<file path="src/rtl/cut_and_bin_event_histogram_top_macros.svh">
// Assertion helpers used by the histogram controller RTL.
`ifndef CUT_AND_BIN_EVENT_HISTOGRAM_TOP_MACROS_SVH
`define CUT_AND_BIN_EVENT_HISTOGRAM_TOP_MACROS_SVH

// same-cycle implication
`define CBH_ASSERT_IMP(lbl, ante, cons, msg) \
  lbl: assert property (@(posedge clk) disable iff (rst) (ante) |-> (cons)) else $error(msg);

// next-cycle implication
`define CBH_ASSERT_NXT(lbl, ante, cons, msg) \
  lbl: assert property (@(posedge clk) disable iff (rst) (ante) |=> (cons)) else $error(msg);

`endif

</file>
<file path="src/rtl/cbh_pkg.sv">
`timescale 1ns / 1ps
package cbh_pkg;

  localparam int MAX_EDGES  = 16;
  localparam int NUM_DIMS   = 5;
  localparam int CNT_DEPTH  = 4096;
  localparam int EIDX_W     = $clog2(MAX_EDGES);
  localparam int EMEM_DEPTH = NUM_DIMS * MAX_EDGES;
  localparam int EADDR_W    = $clog2(EMEM_DEPTH);
  localparam int CADDR_W    = $clog2(CNT_DEPTH);
  localparam int FLAT_W     = NUM_DIMS * EIDX_W;
  localparam int DIM_W      = 3;
  localparam int SLOT_W     = 12;
  localparam int ECNT_W     = 5;

  localparam logic signed [31:0] DEG_K = 32'sd74961321;  // pi/180 in Q0.32

  localparam logic [1:0] CMD_EVENT = 2'd0;
  localparam logic [1:0] CMD_WRITE = 2'd1;
  localparam logic [1:0] CMD_READ  = 2'd2;
  localparam logic [1:0] CMD_CLEAR = 2'd3;

  localparam logic [2:0] REG_PID   = 3'd0;
  localparam logic [2:0] REG_Q2    = 3'd1;
  localparam logic [2:0] REG_W2    = 3'd2;
  localparam logic [2:0] REG_YB    = 3'd3;
  localparam logic [2:0] REG_KIND  = 3'd4;
  localparam logic [2:0] REG_WPLN  = 3'd5;
  localparam logic [2:0] REG_DEG   = 3'd6;
  localparam logic [2:0] REG_ECNT  = 3'd7;

  localparam logic [1:0] RES_ZERO  = 2'd0;
  localparam logic [1:0] RES_READ  = 2'd1;
  localparam logic [1:0] RES_EVENT = 2'd2;

  typedef struct packed {
    logic       capture;
    logic       mul;
    logic       cut;
    logic       dim_start;
    logic       edge_rd;
    logic       edge_cmp;
    logic       dim_next;
    logic       cnt_rd_ev;
    logic       cnt_rd_slot;
    logic       cnt_upd;
    logic       edge_wr;
    logic       clr_step;
    logic       out_load;
    logic [1:0] res_sel;
  } cbh_cmd_t;

  typedef struct packed {
    logic [1:0] cmd;
    logic       cut_pass;
    logic       dim_binned;
    logic       no_bins;
    logic       hit;
    logic       last_edge;
    logic       dim_last;
    logic       flat_ok;
    logic       clr_last;
  } cbh_stat_t;

endpackage

</file>
<file path="src/rtl/cbh_ctrl.sv">
`timescale 1ns / 1ps
`include "cut_and_bin_event_histogram_top_macros.svh"
module cbh_ctrl (
  input  logic              clk,
  input  logic              rst,
  input  logic              in_valid,
  output logic              in_ready,
  output logic              out_valid,
  input  logic              out_ready,
  input  cbh_pkg::cbh_stat_t st,
  output cbh_pkg::cbh_cmd_t  cm
);
  import cbh_pkg::*;

  localparam logic [3:0] S_CLR  = 4'd0;
  localparam logic [3:0] S_IDLE = 4'd1;
  localparam logic [3:0] S_DEC  = 4'd2;
  localparam logic [3:0] S_CUT  = 4'd3;
  localparam logic [3:0] S_DIM  = 4'd4;
  localparam logic [3:0] S_ERD  = 4'd5;
  localparam logic [3:0] S_ECMP = 4'd6;
  localparam logic [3:0] S_DNXT = 4'd7;
  localparam logic [3:0] S_CRD  = 4'd8;
  localparam logic [3:0] S_CUPD = 4'd9;
  localparam logic [3:0] S_OUT  = 4'd10;

  logic [3:0] state, state_next;
  logic       clr_resp, clr_resp_next;
  logic [1:0] sel, sel_next;
  logic       out_valid_next;

  always_ff @(posedge clk) begin
    if (rst) begin
      state     <= S_CLR;
      clr_resp  <= 1'b0;
      sel       <= RES_ZERO;
      out_valid <= 1'b0;
    end else begin
      state     <= state_next;
      clr_resp  <= clr_resp_next;
      sel       <= sel_next;
      out_valid <= out_valid_next;
    end
  end

  always_comb begin
    cm             = '0;
    cm.res_sel     = sel;
    state_next     = state;
    clr_resp_next  = clr_resp;
    sel_next       = sel;
    in_ready       = (state == S_IDLE);
    out_valid_next = out_valid & ~out_ready;
    unique case (state)
      S_CLR: begin
        cm.clr_step = 1'b1;
        if (st.clr_last) begin
          clr_resp_next = 1'b0;
          if (clr_resp) begin
            sel_next   = RES_ZERO;
            state_next = S_OUT;
          end else begin
            state_next = S_IDLE;
          end
        end
      end
      S_IDLE: begin
        if (in_valid) begin
          cm.capture = 1'b1;
          state_next = S_DEC;
        end
      end
      S_DEC: begin
        unique case (st.cmd)
          CMD_EVENT: begin
            cm.mul     = 1'b1;
            state_next = S_CUT;
          end
          CMD_WRITE: begin
            cm.edge_wr = 1'b1;
            sel_next   = RES_ZERO;
            state_next = S_OUT;
          end
          CMD_READ: begin
            cm.cnt_rd_slot = 1'b1;
            sel_next       = RES_READ;
            state_next     = S_OUT;
          end
          CMD_CLEAR: begin
            clr_resp_next = 1'b1;
            state_next    = S_CLR;
          end
          default: state_next = S_IDLE;
        endcase
      end
      S_CUT: begin
        cm.cut = 1'b1;
        if (st.cut_pass) begin
          state_next = S_DIM;
        end else begin
          sel_next   = RES_ZERO;
          state_next = S_OUT;
        end
      end
      S_DIM: begin
        cm.dim_start = 1'b1;
        if (!st.dim_binned) begin
          state_next = S_DNXT;
        end else if (st.no_bins) begin
          sel_next   = RES_ZERO;
          state_next = S_OUT;
        end else begin
          state_next = S_ERD;
        end
      end
      S_ERD: begin
        cm.edge_rd = 1'b1;
        state_next = S_ECMP;
      end
      S_ECMP: begin
        cm.edge_cmp = 1'b1;
        if (st.hit) begin
          state_next = S_DNXT;
        end else if (st.last_edge) begin
          sel_next   = RES_ZERO;
          state_next = S_OUT;
        end else begin
          state_next = S_ERD;
        end
      end
      S_DNXT: begin
        cm.dim_next = 1'b1;
        state_next  = st.dim_last ? S_CRD : S_DIM;
      end
      S_CRD: begin
        if (st.flat_ok) begin
          cm.cnt_rd_ev = 1'b1;
          state_next   = S_CUPD;
        end else begin
          sel_next   = RES_ZERO;
          state_next = S_OUT;
        end
      end
      S_CUPD: begin
        cm.cnt_upd = 1'b1;
        sel_next   = RES_EVENT;
        state_next = S_OUT;
      end
      S_OUT: begin
        if (!out_valid || out_ready) begin
          cm.out_load    = 1'b1;
          out_valid_next = 1'b1;
          state_next     = S_IDLE;
        end
      end
      default: state_next = S_IDLE;
    endcase
  end

  `CBH_ASSERT_IMP(a_cmp_fresh, state == S_ECMP, $past(state) == S_ERD, "edge compare without read")
  `CBH_ASSERT_IMP(a_upd_fresh, state == S_CUPD, $past(state) == S_CRD, "count update without read")
  `CBH_ASSERT_NXT(a_load_valid, cm.out_load, out_valid, "result load lost")

endmodule

</file>
<file path="config.mk">
export PLATFORM = sky130hd
export DESIGN_NAME = cbh_ctrl
export DESIGN_NICKNAME = d
export VERILOG_FILES = /design/src/rtl/cbh_pkg.sv /design/src/rtl/cbh_ctrl.sv
export VERILOG_INCLUDE_DIRS = /design/src /design/src/rtl
export SDC_FILE = /design/constraint.sdc
export NUM_CORES = 1
export LEC_CHECK = 0
export BUFFER_PORTS_ARGS = -buffer_cell sky130_fd_sc_hd__clkbuf_2
export CORE_UTILIZATION = 47
export CTS_CLUSTER_DIAMETER = 80
export CTS_CLUSTER_SIZE = 10
export DETAILED_ROUTE_END_ITERATION = 16
export GPL_TIMING_DRIVEN = 0
export MAX_ROUTING_LAYER = met4
export PLACE_DENSITY = 0.8
export SLEW_MARGIN = 40
export SYNTH_ARGS = -nofsm -noshare
export SYNTH_HDL_FRONTEND = slang
export SYNTH_SLANG_ARGS = --single-unit
</file>
<file path="constraint.sdc">
create_clock -name clk -period 1.5 [get_ports clk]
set_input_delay 0.225 -clock clk [delete_from_list [all_inputs] [get_ports clk]]
set_output_delay 0.225 -clock clk [all_outputs]
set_load 0.005 [all_outputs]
</file>
## Word-level counts from Yosys, hierarchy flattened

Cells that the tools add are included.

| storage, ports and cells | value |
|---|---|
| register bits after elaboration | 8 |
| input bits | 14 |
| output and inout bits | 17 |
| word-level logic and storage cells | 88 |

| operators by class | value |
|---|---|
| equal/unequal tests | 25 |
| muxes and demuxes | 47 |
| bitwise operators | 2 |
| reduce and logical (&&, ||, !) cells | 10 |

Operator list:

| kind | number |
|---|---|
| one-hot mux 4 bit (11 select lines) | 1 |
| 2-to-1 mux 4 bit | 10 |
| 2-to-1 mux 1 bit | 23 |
| != test 2 bit, second input constant | 10 |
| 2-to-1 mux 2 bit | 9 |
| == test 4 x 3 -> 1 bit, second input constant | 4 |
| one-hot mux 2 bit (7 select lines) | 1 |
| == test 4 bit, second input constant | 3 |
| one-hot mux 4 bit (3 select lines) | 1 |
| AND reduction 10 bit | 1 |
| == test 4 x 2 -> 1 bit, second input constant | 2 |
| nonzero test 7 bit | 1 |
| AND reduction 3 bit | 2 |
| == test 2 bit, second input constant | 2 |
| == test 4 x 1 -> 1 bit, second input constant | 1 |
| logical NOT 4 bit | 1 |
| one-hot mux 2 bit (2 select lines) | 1 |
| != test 3 x 1 -> 1 bit, second input constant | 1 |
| == test 2 x 1 -> 1 bit, second input constant | 1 |
| logical NOT 2 bit | 1 |
| != test 2 x 1 -> 1 bit, second input constant | 1 |
| one-hot mux 1 bit (2 select lines) | 1 |
| nonzero test 2 bit | 1 |
| OR reduction 2 bit | 1 |
| 4 further kinds | 4 |

## Logic depth before layout (Yosys ltp)

Gate-level depths: netlist (run 1).

| depth | value |
|---|---|
| word-level depth | 4 |
| mapped depth | 6 |
| gate-level depth less buffers | 6 |

## Worst setup path before layout (run 1)

No wires, ideal clock.

| timing | value |
|---|---|
| kind | register to register |
| start | reg state[0] |
| end | reg sel[0] |
| setup time | 0.079 ns |
| arrival | 1.219 ns |
| required time | 1.421 ns |
| path slack | 0.201 ns |
| cell stages (with the launch flop) | 5 |
| path buffers | 1 |
| period minus slack after synthesis | 1.299 ns |
| cell sequence | dfxtp_1 > buf_2 > or3_1 > o221a_2 > a211oi_2 |

| between the ends | value |
|---|---|
| word-level cells in the longest chain between the ends | 3 |
| elaborated cells on any way between the ends | 19 |
| classes of those cells | eq/ne (15); mux (1); reduce/logical (3) |

Ends and longest elaborated chain:

| item | RTL line | text |
|---|---|---|
| from (decl) | cbh_ctrl.sv:27 | `logic [3:0] state, state_next;` |
| from (signal assigned) | cbh_ctrl.sv:39 | `state <= state_next;` |
| == test 4 bit (tied with other cells) | cbh_ctrl.sv:54 | `unique case (state)` |
| nonzero test 7 bit (no line) (tied with other cells) | n/a |  |
| AND reduction 10 bit (no line) | n/a |  |
| to (signal assigned) | cbh_ctrl.sv:41 | `sel <= sel_next;` |
| to (decl) | cbh_ctrl.sv:29 | `logic [1:0] sel, sel_next;` |

Parallel ways exist; a longest one is shown, timed or not.
A chain may end at the register's enable or synchronous reset.

==> summary.txt, run 1 <==
STA
  – Fin. Hold Viols: 0
  – Worst-Margin Slew: 475 ps
  – Worst hold slack: 326 ps
  – Final setup violating endpoints: 2
  – FMAX: 0.650 GHz
  – Final Slew Violations: 0
  – RSZ-0062 raised after global routing: yes
  – Layout Skew: 10.7 ps
  – Setup ws final: -38.5 ps
  – Setup_tns: -60.0 ps
  – Tmin final: 1540 ps
  – Slew headroom: 68.3%
  – Final worst-path cycle share: 103%

Cells and area
  – Antenna diodes: 0
  – Fin util: 76.1%
  – Final #Nets: 171
  – Fill cell count: 121
  – Share of layout cells above drive strength 1: 42.0%
  – Area delta synth->final: 46.8%
  – Most frequent cells in the layout: clkbuf_2 (27), nand2_1 (8), nor2_1 (8), a21oi_1 (8), buf_4 (7)
  – Most common library cell in the layout ignoring fill and taps: clkbuf_2

Worst setup path
  – Crit path capture type: output pin
  – Kind of critical path: register to output pin
  – CP peak stage delay: 310 ps
  – Crit Path Max Fanout: 10
  – Worst path slowest cell: dfxtp_1
  – Critical path data arrival time: 1310 ps
  – Crit path required time: 1270 ps
  – Worst setup SP type: register
  – Delay-heaviest family, CP: buffers and inverters
  – Buffer and inverter count on the worst path: 3
  – Sequence of cells on the critical path: buf_6, buf_8, nor4_4, buf_2

Global route
  – First-pass GRT wire length: 3470 um
  – Largest net degree at the start of global routing: 11
  – Initial antenna violation count: 0
  – Met1 Usage GRT: 31.8%
  – Total Routing Usage GR: 25.2%
  – GRT overflow: 0
  – Vias in the first global route: 796
  – GR peak layer: met2
  – Global routing usage on met2: 41.2%
  – Met3 Track Usage GR: 5.53%

Flow run
  – Max-cap violation count: 0

Yosys
  – Adder-Cell Fraction of Synth Area: 7.82%
  – Yosys warns: 0
  – Top FF cell, synth: dfxtp_1
  – Syn avg cell area: 7.27 um2
  – Synth Instances: 110
  – Synthesized area: 800 um2
  – Async SR Flop Fraction: 0%
  – Yosys reg bits: 8
  – Seq/Total Area, Yosys: 20.0%
  – Main combinational cell family by area after synthesis: simple AND/OR/NAND/NOR gates
  – Post-Syn Nets: 129
  – Synth Area in XOR/XNOR: 0%
  – Proportion of synthesized area in mux cells: 1.25%
  – Post-synth EDFFs: 0
  – Compound-Gate Fraction of Synth Area: 29.6%
  – Count of cell types in the netlist: 42
  – Simple-gate share of the synthesized area: 31.0%

Detailed routing
  – DRT antenna net count: 0
  – Via density: 6.31
  – Pre-antenna DRT Iters: 4
  – Wirelength per Cell: 16.6 um
  – DR iter-0 viols: 33
  – Vias: 1,047
  – Routed WL: 2760 um
  – DRC Markers: 0

Place
  – Place WS: 36.1 ps
  – Routability Congestion: 0.939
  – DP HPWL: 1620 um
  – Port Buf Inserts: 29

Power and ir drop
  – Logic gate share of total power: 56.2%
  – Total power per unit cell area: 831 mW/mm2
  – P_sw: 0.391 mW
  – Sw Share: 40.1%
  – Clk network pwr share: 17.6%
  – Peak supply drop: 0.708 mV
  – Int Power: 0.585 mW
  – Seq pwr share: 26.2%
  – P_leak: 0.560 nW

Die
  – I/O pin count: 31
  – Core area: 0.00154 mm2
  – Initial Util: 51.9%
  – Die height: 43.2 um
  – Die area: 0.00187 mm2
  – Die W: 43.2 um
  – FP Rows: 14

CTS
  – Clock root cell: clkbuf_4
  – CTS tree: yes
  – CTS max path bufs: 2
  – Clock sinks: 8
  – CTS clk-pin slew, worst paths: 60 ps
  – CTS buffer count: 3
  – Htree depth: 1
  – # hold bufs at CTS: 0
  – Skew-Pair Late Insertion Delay: 260 ps

Outcome
  – Failing checks: setup timing
  – Run status: finished with violations

Hold path
  – Hold WC Path Type: input pin to register
## worst reg2reg max path, cell delays in order (launching register included)
cell,delay [ps]
dfxtp_2,330
buf_6,140
buf_4,140
nor2_2,160
nand4_1,230
o221a_2,220
a211oi_2,190
## routing by layer
| metal | wire (um) | up-vias |
|---|---|---|
| li1 | - | 486 |
| met4 | 57 | 0 |
| met3 | 191 | 10 |
| met1 | 1140 | 486 |
| met2 | 1380 | 65 |
| met5 | 0 | - |
## cells by family (layout without fill, tap and decap cells)
kind of cell,after synthesis,count (layout)
flops,8,8
simple gates,46,47
compound gates,33,33
mux,1,1
fa+ha+maj,5,5
buf+inv,17,56
## registers in the layout, summed over array words and instances (netlist names)
register and cells:
sel 2, state 4, out_valid 1, clr_resp 1
## worst paths after layout
path	start	to	slack, ps	cells after the start
min reg2reg	sel[1]	sel[1]	540	2
max	state[2]	cm[3]	-40	4
min	out_ready	out_valid	330	3
max reg2reg	state[0]	sel[1]	10	6
## power groups by stage
| stage | registers, mW | clock network [mW] | logic [mW] |
|---|---|---|---|
| global route | 0.256 | 0.179 | 0.585 |
| detailed placement | 0.246 | 0 | 0.371 |
| global placement | 0.245 | 0 | 0.366 |
| floorplan | 0.241 | 0 | 0.270 |
| CTS | 0.249 | 0.168 | 0.433 |
| finish | 0.255 | 0.172 | 0.548 |
## through the flow
step           instances  instance area, um2  power, mW
2_1_floorplan        110                 800      0.512
3_3_place_gp         155                 965      0.612
3_5_place_dp         155                 965      0.617
4_1_cts              158                1070      0.850
5_1_grt              166                1170       1.02
6_report             166                1170      0.976
## final cells by class
cell class | instances | area (um2) | share of cell area (%)
buffer | 10 | 116 | 9.91
clock buffer | 3 | 22.5 | 1.92
inverter | 7 | 27.5 | 2.35
multi-input combinational | 86 | 621 | 52.9
sequential | 8 | 169 | 14.4
tap | 16 | 20.0 | 1.71
timing repair buffer | 36 | 198 | 16.8
## synthesized netlist by cell type (all sizes together) (3+ instances only)
library cell  number  share of area (%)
nor4               3                2.3
buf                9                6.6
and3               7                5.5
ha                 5                7.8
dfxtp              8                 20
nor3               3                1.9
nand2              8                3.8
nand3b             3                2.8
o21ai              9                5.6
nand3              3                1.9
inv                6                2.8
nor2              10                5.0
a21oi              8                5.0
## timing repair
action	CTS	global route
buffers inserted	0	6
cloned	0	2
resized for setup	24	16
setup endpoints to repair	13	16
pin swaps	1	4
Note: power is estimated with default switching activity, not from simulation.
==> run 2: changes to the inputs <==
- CORE_MARGIN: default -> 2
- CORE_UTILIZATION: 47 -> 43
- PLACE_DENSITY: 0.8 -> 0.78
- clock period: 1.5 -> 1.39 ns (I/O delays scaled with it)
==> run 2 against run 1 <==
Against the previous run:
- register-to-register slack lost 90 ps
- the flow still finishes with violations (setup timing)
- die area grew 19%
- highest routed layer unchanged
- final cell count grew 7.8%
==> summary.txt, run 2 (synthesis gave the netlist of run 1 again) <==
Outcome
  – Run status: finished with violations
  – Failing checks: setup timing

Power and ir drop
  – Total power per unit cell area: 881 mW/mm2
  – P_leak: 0.622 nW
  – Peak supply drop: 0.791 mV

Detailed routing
  – Wirelength per Cell: 17.8 um
  – DR iter-0 viols: 43
  – Wire length on met2: 1580 um
  – DR top layer: met4
  – Routed WL: 3190 um
  – DRT antenna net count: 0
  – Routed met3 length: 306 um
  – Metal-1 WL: 1180 um
  – Vias: 1,112
  – Via density: 6.21
  – Pre-antenna DRT Iters: 4
  – DRC Markers: 0

Worst setup path
  – Kind of critical path: register to output pin
  – Worst setup SP type: register
  – Crit Path Max Fanout: 9
  – Crit path capture type: output pin
  – Critical path data arrival time: 1290 ps
  – Crit path required time: 1180 ps

Die
  – Die height: 47.1 um
  – Die W: 47.1 um
  – Initial Util: 45.8%
  – Core area: 0.00175 mm2
  – I/O pin count: 31
  – FP Rows: 15
  – Die area: 0.00222 mm2

STA
  – Final setup violating endpoints: 18
  – Tmin final: 1500 ps
  – FMAX: 0.668 GHz
  – Fin. Hold Viols: 0
  – Slew headroom: 67.5%
  – Layout Skew: 15.2 ps
  – Worst-Margin Slew: 487 ps
  – Final worst-path cycle share: 108%
  – Setup ws final: -107 ps
  – Final Slew Violations: 0
  – RSZ-0062 raised after global routing: yes

Cells and area
  – Fill cell count: 114
  – Final #Nets: 175
  – Final Non-Filler Cells: 179
  – Antenna diodes: 0
  – Area delta synth->final: 69.8%
  – Final Instance Area: 0.00136 mm2
  – Most frequent cells in the layout: clkbuf_2 (23), buf_4 (9), a21oi_1 (8), nand2_1 (7), nor2_1 (7)
  – Share of layout cells above drive strength 1: 50.6%
  – Most common library cell in the layout ignoring fill and taps: clkbuf_2
  – Top flop regs: state: 4 flops, sel: 2 flops
  – Max FFs per register: 4
  – Largest Register: state

Global route
  – GRT overflow: 0
  – Initial antenna violation count: 0
  – Total Routing Usage GR: 26.0%
  – First-pass GRT wire length: 3940 um
  – Largest net degree at the start of global routing: 11
  – Vias in the first global route: 897

CTS
  – CTS buffer count: 3
  – CTS tree: yes
  – Skew-Pair Late Insertion Delay: 270 ps
  – Clock root cell: clkbuf_4
  – Clock sinks: 8
  – CTS max path bufs: 2
  – CTS clk-pin slew, worst paths: 60 ps
  – Htree depth: 1

Place
  – Port Buf Inserts: 29
  – Placed instance area: 976 um2
  – Routability Congestion: 0.920
  – Placed insts: 164
  – DP HPWL: 1680 um

Flow run
  – Max-cap violation count: 0

Hold path
  – Hold WC Path Type: input pin to register
-- run 2: cell count changes in the layout (fill, tap and decap cells not counted), moves of 2 or more --
cell	before	now
clkbuf_2	27	23
clkbuf_16	0	2
a311oi_1	2	0
a311oi_2	0	2
buf_4	7	9
buf_2	2	5
-- run 2: path summary, 6_finish.rpt --
kind	start	end	slack, ps	cells past startpoint
worst min-delay path	out_ready	out_valid	250	3
worst max-delay path	state[0]	cm[7]	-110	4
worst max register to register	state[0]	state[1]	-80	6
worst min register to register	out_valid	out_valid	530	2
-- run 2: final cells by class --
class,instances,area [um2],share of cell area [%]
timing repair buffer,41,293,21.6
clock buffer,3,22.5,1.66
multi-input combinational,85,696,51.2
tap,25,31.3,2.30
buffer,10,119,8.76
sequential,8,169,12.4
inverter,7,27.5,2.03
-- run 2: where the power goes --
| group | leakage [nW] | switching (mW) | internal, mW |
|---|---|---|---|
| sequential | 0.0666 | 0.0252 | 0.248 |
| clock | 0.0138 | 0.0884 | 0.0994 |
| combinational | 0.542 | 0.354 | 0.381 |
| total | 0.622 | 0.467 | 0.728 |
-- run 2: metrics by stage --
step | power [mW] | worst slack, ps | setup TNS [ps] | hold slack (ps) | utilization (%)
final | 1.20 | -107 | -1150 | 249 | 77.8
after global routing | 1.26 | -156 | -2100 | 269 | 77.8
after CTS | 0.958 | -81.5 | -501 | 253 | 65.7
after detailed placement | 0.671 | -70.1 | -188 | 505 | 55.9
after global placement | 0.661 | -52.4 | -218 | 492 | 55.9
after floorplan | 0.552 | 91.3 | 0 | 421 | -
-- run 2: per-layer routing --
| layer | up-vias | GRT usage (%) |
|---|---|---|
| met1 | 521 | 30.6 |
| met5 | - | - |
| met3 | 17 | 8.08 |
| li1 | 493 | - |
| met2 | 81 | 42.2 |
| met4 | 0 | 7.78 |
-- run 2: worst max-delay path: stages (launching register included) --
cell     delay [ps]
dfxtp_2         330
buf_8           140
buf_8           130
nor4_4          250
buf_2           150
-- run 2: what timing repair did --
action / 4_1_cts / 5_1_grt
gates resized for setup: 32 / 26
cloned: 0 / 2
buffers inserted: 5 / 5
pin swaps: 4 / 10
hold buffers: 0 / 0
hold endpoints to repair: 0 / 0
setup endpoints to repair: 20 / 18
==> run 3: changes to the inputs <==
- CORE_UTILIZATION: 43 -> 47
- PLACE_DENSITY: 0.78 -> 0.8
- RECOVER_POWER: default -> 25
- clock period: 1.39 -> 1.4 ns (I/O delays scaled with it)
==> run 3 against run 2 <==
Against the previous run:
- the flow still finishes with violations (setup timing)
- final cell count is 2.2% lower
- global-route usage is 6.6 points higher
- count of clock-buffer cells in the layout stayed put
- combinational power is 1% lower
- sequential share of layout area is 0.33 points higher
- critical path type unchanged
- core utilization is 7.7 points higher
- cell area is 1.8% lower
==> summary.txt, run 3 (synthesis gave the netlist of run 1 again) <==
Outcome
  – Run status: finished with violations
  – Failing checks: setup timing

Worst setup path
  – Crit Path Max Fanout: 8
  – Worst reg2reg startpoint: state[0]
  – Reg2Reg Setup Slack: -60 ps
  – Crit path capture type: output pin
  – Worst setup SP type: register
  – Crit path required time: 1190 ps
  – CP endpoint: cm[10]
  – Crit path from: state[0]
  – FF-to-FF path depth: 7
  – Critical path data arrival time: 1300 ps
  – Worst R2R End: sel[0]
  – Kind of critical path: register to output pin

Die
  – Die height: 45.2 um
  – Die W: 45.2 um
  – FP Rows: 14
  – Core area: 0.00156 mm2
  – I/O pin count: 31
  – Die area: 0.00205 mm2
  – Initial Util: 51.3%

Cells and area
  – Most frequent cells in the layout: clkbuf_2 (22), buf_4 (17), nor2_1 (8), a21oi_1 (8), nand2_1 (7)
  – Largest Register: state
  – Most common library cell in the layout ignoring fill and taps: clkbuf_2
  – Share of layout cells above drive strength 1: 52.2%
  – Antenna diodes: 0
  – Area delta synth->final: 66.7%
  – Top flop regs: state: 4 flops, sel: 2 flops
  – Final #Nets: 180
  – Final Non-Filler Cells: 175
  – Max FFs per register: 4
  – Fin util: 85.5%
  – Final Instance Area: 0.00133 mm2

STA
  – Final worst-path cycle share: 108%
  – FMAX: 0.663 GHz
  – Tmin final: 1510 ps
  – Worst hold slack: 271 ps
  – Layout Skew: 9.97 ps
  – RSZ-0062 raised after global routing: yes
  – Fin. Hold Viols: 0
  – Worst-Margin Slew: 432 ps
  – Final Slew Violations: 0
  – Setup ws final: -108 ps
  – Final setup violating endpoints: 16
  – Slew headroom: 71.2%

Global route
  – Met1 Usage GRT: 37.7%
  – Total Routing Usage GR: 32.6%
  – Largest net degree at the start of global routing: 11
  – First-pass GRT wire length: 4690 um
  – GRT overflow: 0
  – Global routing usage on met2: 55.1%
  – Met3 Track Usage GR: 8.00%
  – GR peak layer: met2
  – Vias in the first global route: 1,029
  – Initial antenna violation count: 0

CTS
  – Htree depth: 1
  – Clock sinks: 8
  – CTS tree: yes
  – CTS buffer count: 3
  – Clock root cell: clkbuf_4
  – CTS max path bufs: 2
  – CTS clk-pin slew, worst paths: 70 ps
  – Skew-Pair Late Insertion Delay: 270 ps

Hold path
  – Hold_sp: out_ready
  – Hold WC Path Type: input pin to register

Place
  – Routability Congestion: 0.941
  – Port Buf Inserts: 29
  – Place WS: -87.1 ps
  – Placed insts: 155
  – Placed instance area: 965 um2
  – DP HPWL: 1690 um

Detailed routing
  – DRC Markers: 0
  – Routed WL: 3320 um
  – Vias: 1,140
  – Via density: 6.51
  – Wirelength per Cell: 18.9 um
  – DRT antenna net count: 0
  – Pre-antenna DRT Iters: 7
  – DR iter-0 viols: 55

Power and ir drop
  – P_leak: 0.636 nW
  – Total power per unit cell area: 896 mW/mm2
  – Peak supply drop: 0.725 mV

Flow run
  – Max-cap violation count: 0
run 3: changes by cell type in the layout (fill, tap and decap cells not counted), moves of 2 or more:
| cell | previous run | this run |
|---|---|---|
| buf_4 | 9 | 17 |
| nor4_2 | 0 | 2 |
| a311oi_2 | 2 | 0 |
| a311oi_1 | 0 | 2 |
| clkbuf_16 | 2 | 0 |
run 3: worst min-delay path by stage:
stage	end	slack, ps	cells after the start
detailed placement	out_valid	510	2
floorplan	out_valid	420	2
global placement	out_valid	490	2
global route	out_valid	280	3
finish	out_valid	270	3
CTS	out_valid	270	3
run 3: worst max-delay path: stages, from the launching register on:
cell and delay [ps]:
dfxtp_2 350, buf_8 140, nor2b_4 190, nand2_1 90, nor2_1 120, buf_2 130
run 3: timing repair:
| action | CTS | global route |
|---|---|---|
| setup buffers | 10 | 7 |
| endpoints found under the setup margin | 19 | 20 |
| cloned | 1 | 0 |
| pin swaps | 8 | 7 |
| hold buffers | 0 | 0 |
| gates resized for setup | 44 | 14 |
run 3: per-layer routing:
metal,vias to the layer above,part of all wire [%]
li1,508,-
met1,502,35
met2,102,48
met3,28,10
met4,0,6.2
met5,-,0
run 3: where the power goes:
group	switching [mW]	total (mW)	leakage (nW)	internal, mW
logic	0.364	0.727	0.555	0.364
registers	0.0258	0.272	0.0672	0.246
clock network	0.0957	0.195	0.0138	0.0991
run 3: area by class of cell:
type	count	area (um2)
buffer	9	111
clock buffer	3	22.5
fill	87	226
inverter	7	31.3
multi-input combinational	85	687
sequential	8	170
tap	16	20.0
timing repair buffer	47	290
run 3: metrics by stage:
step | TNS (ps) | power [mW]
final | -737 | 1.19
after global routing | -1560 | 1.24
after CTS | -108 | 1.04
after detailed placement | -279 | 0.667
after global placement | -179 | 0.656
after floorplan | 0 | 0.548
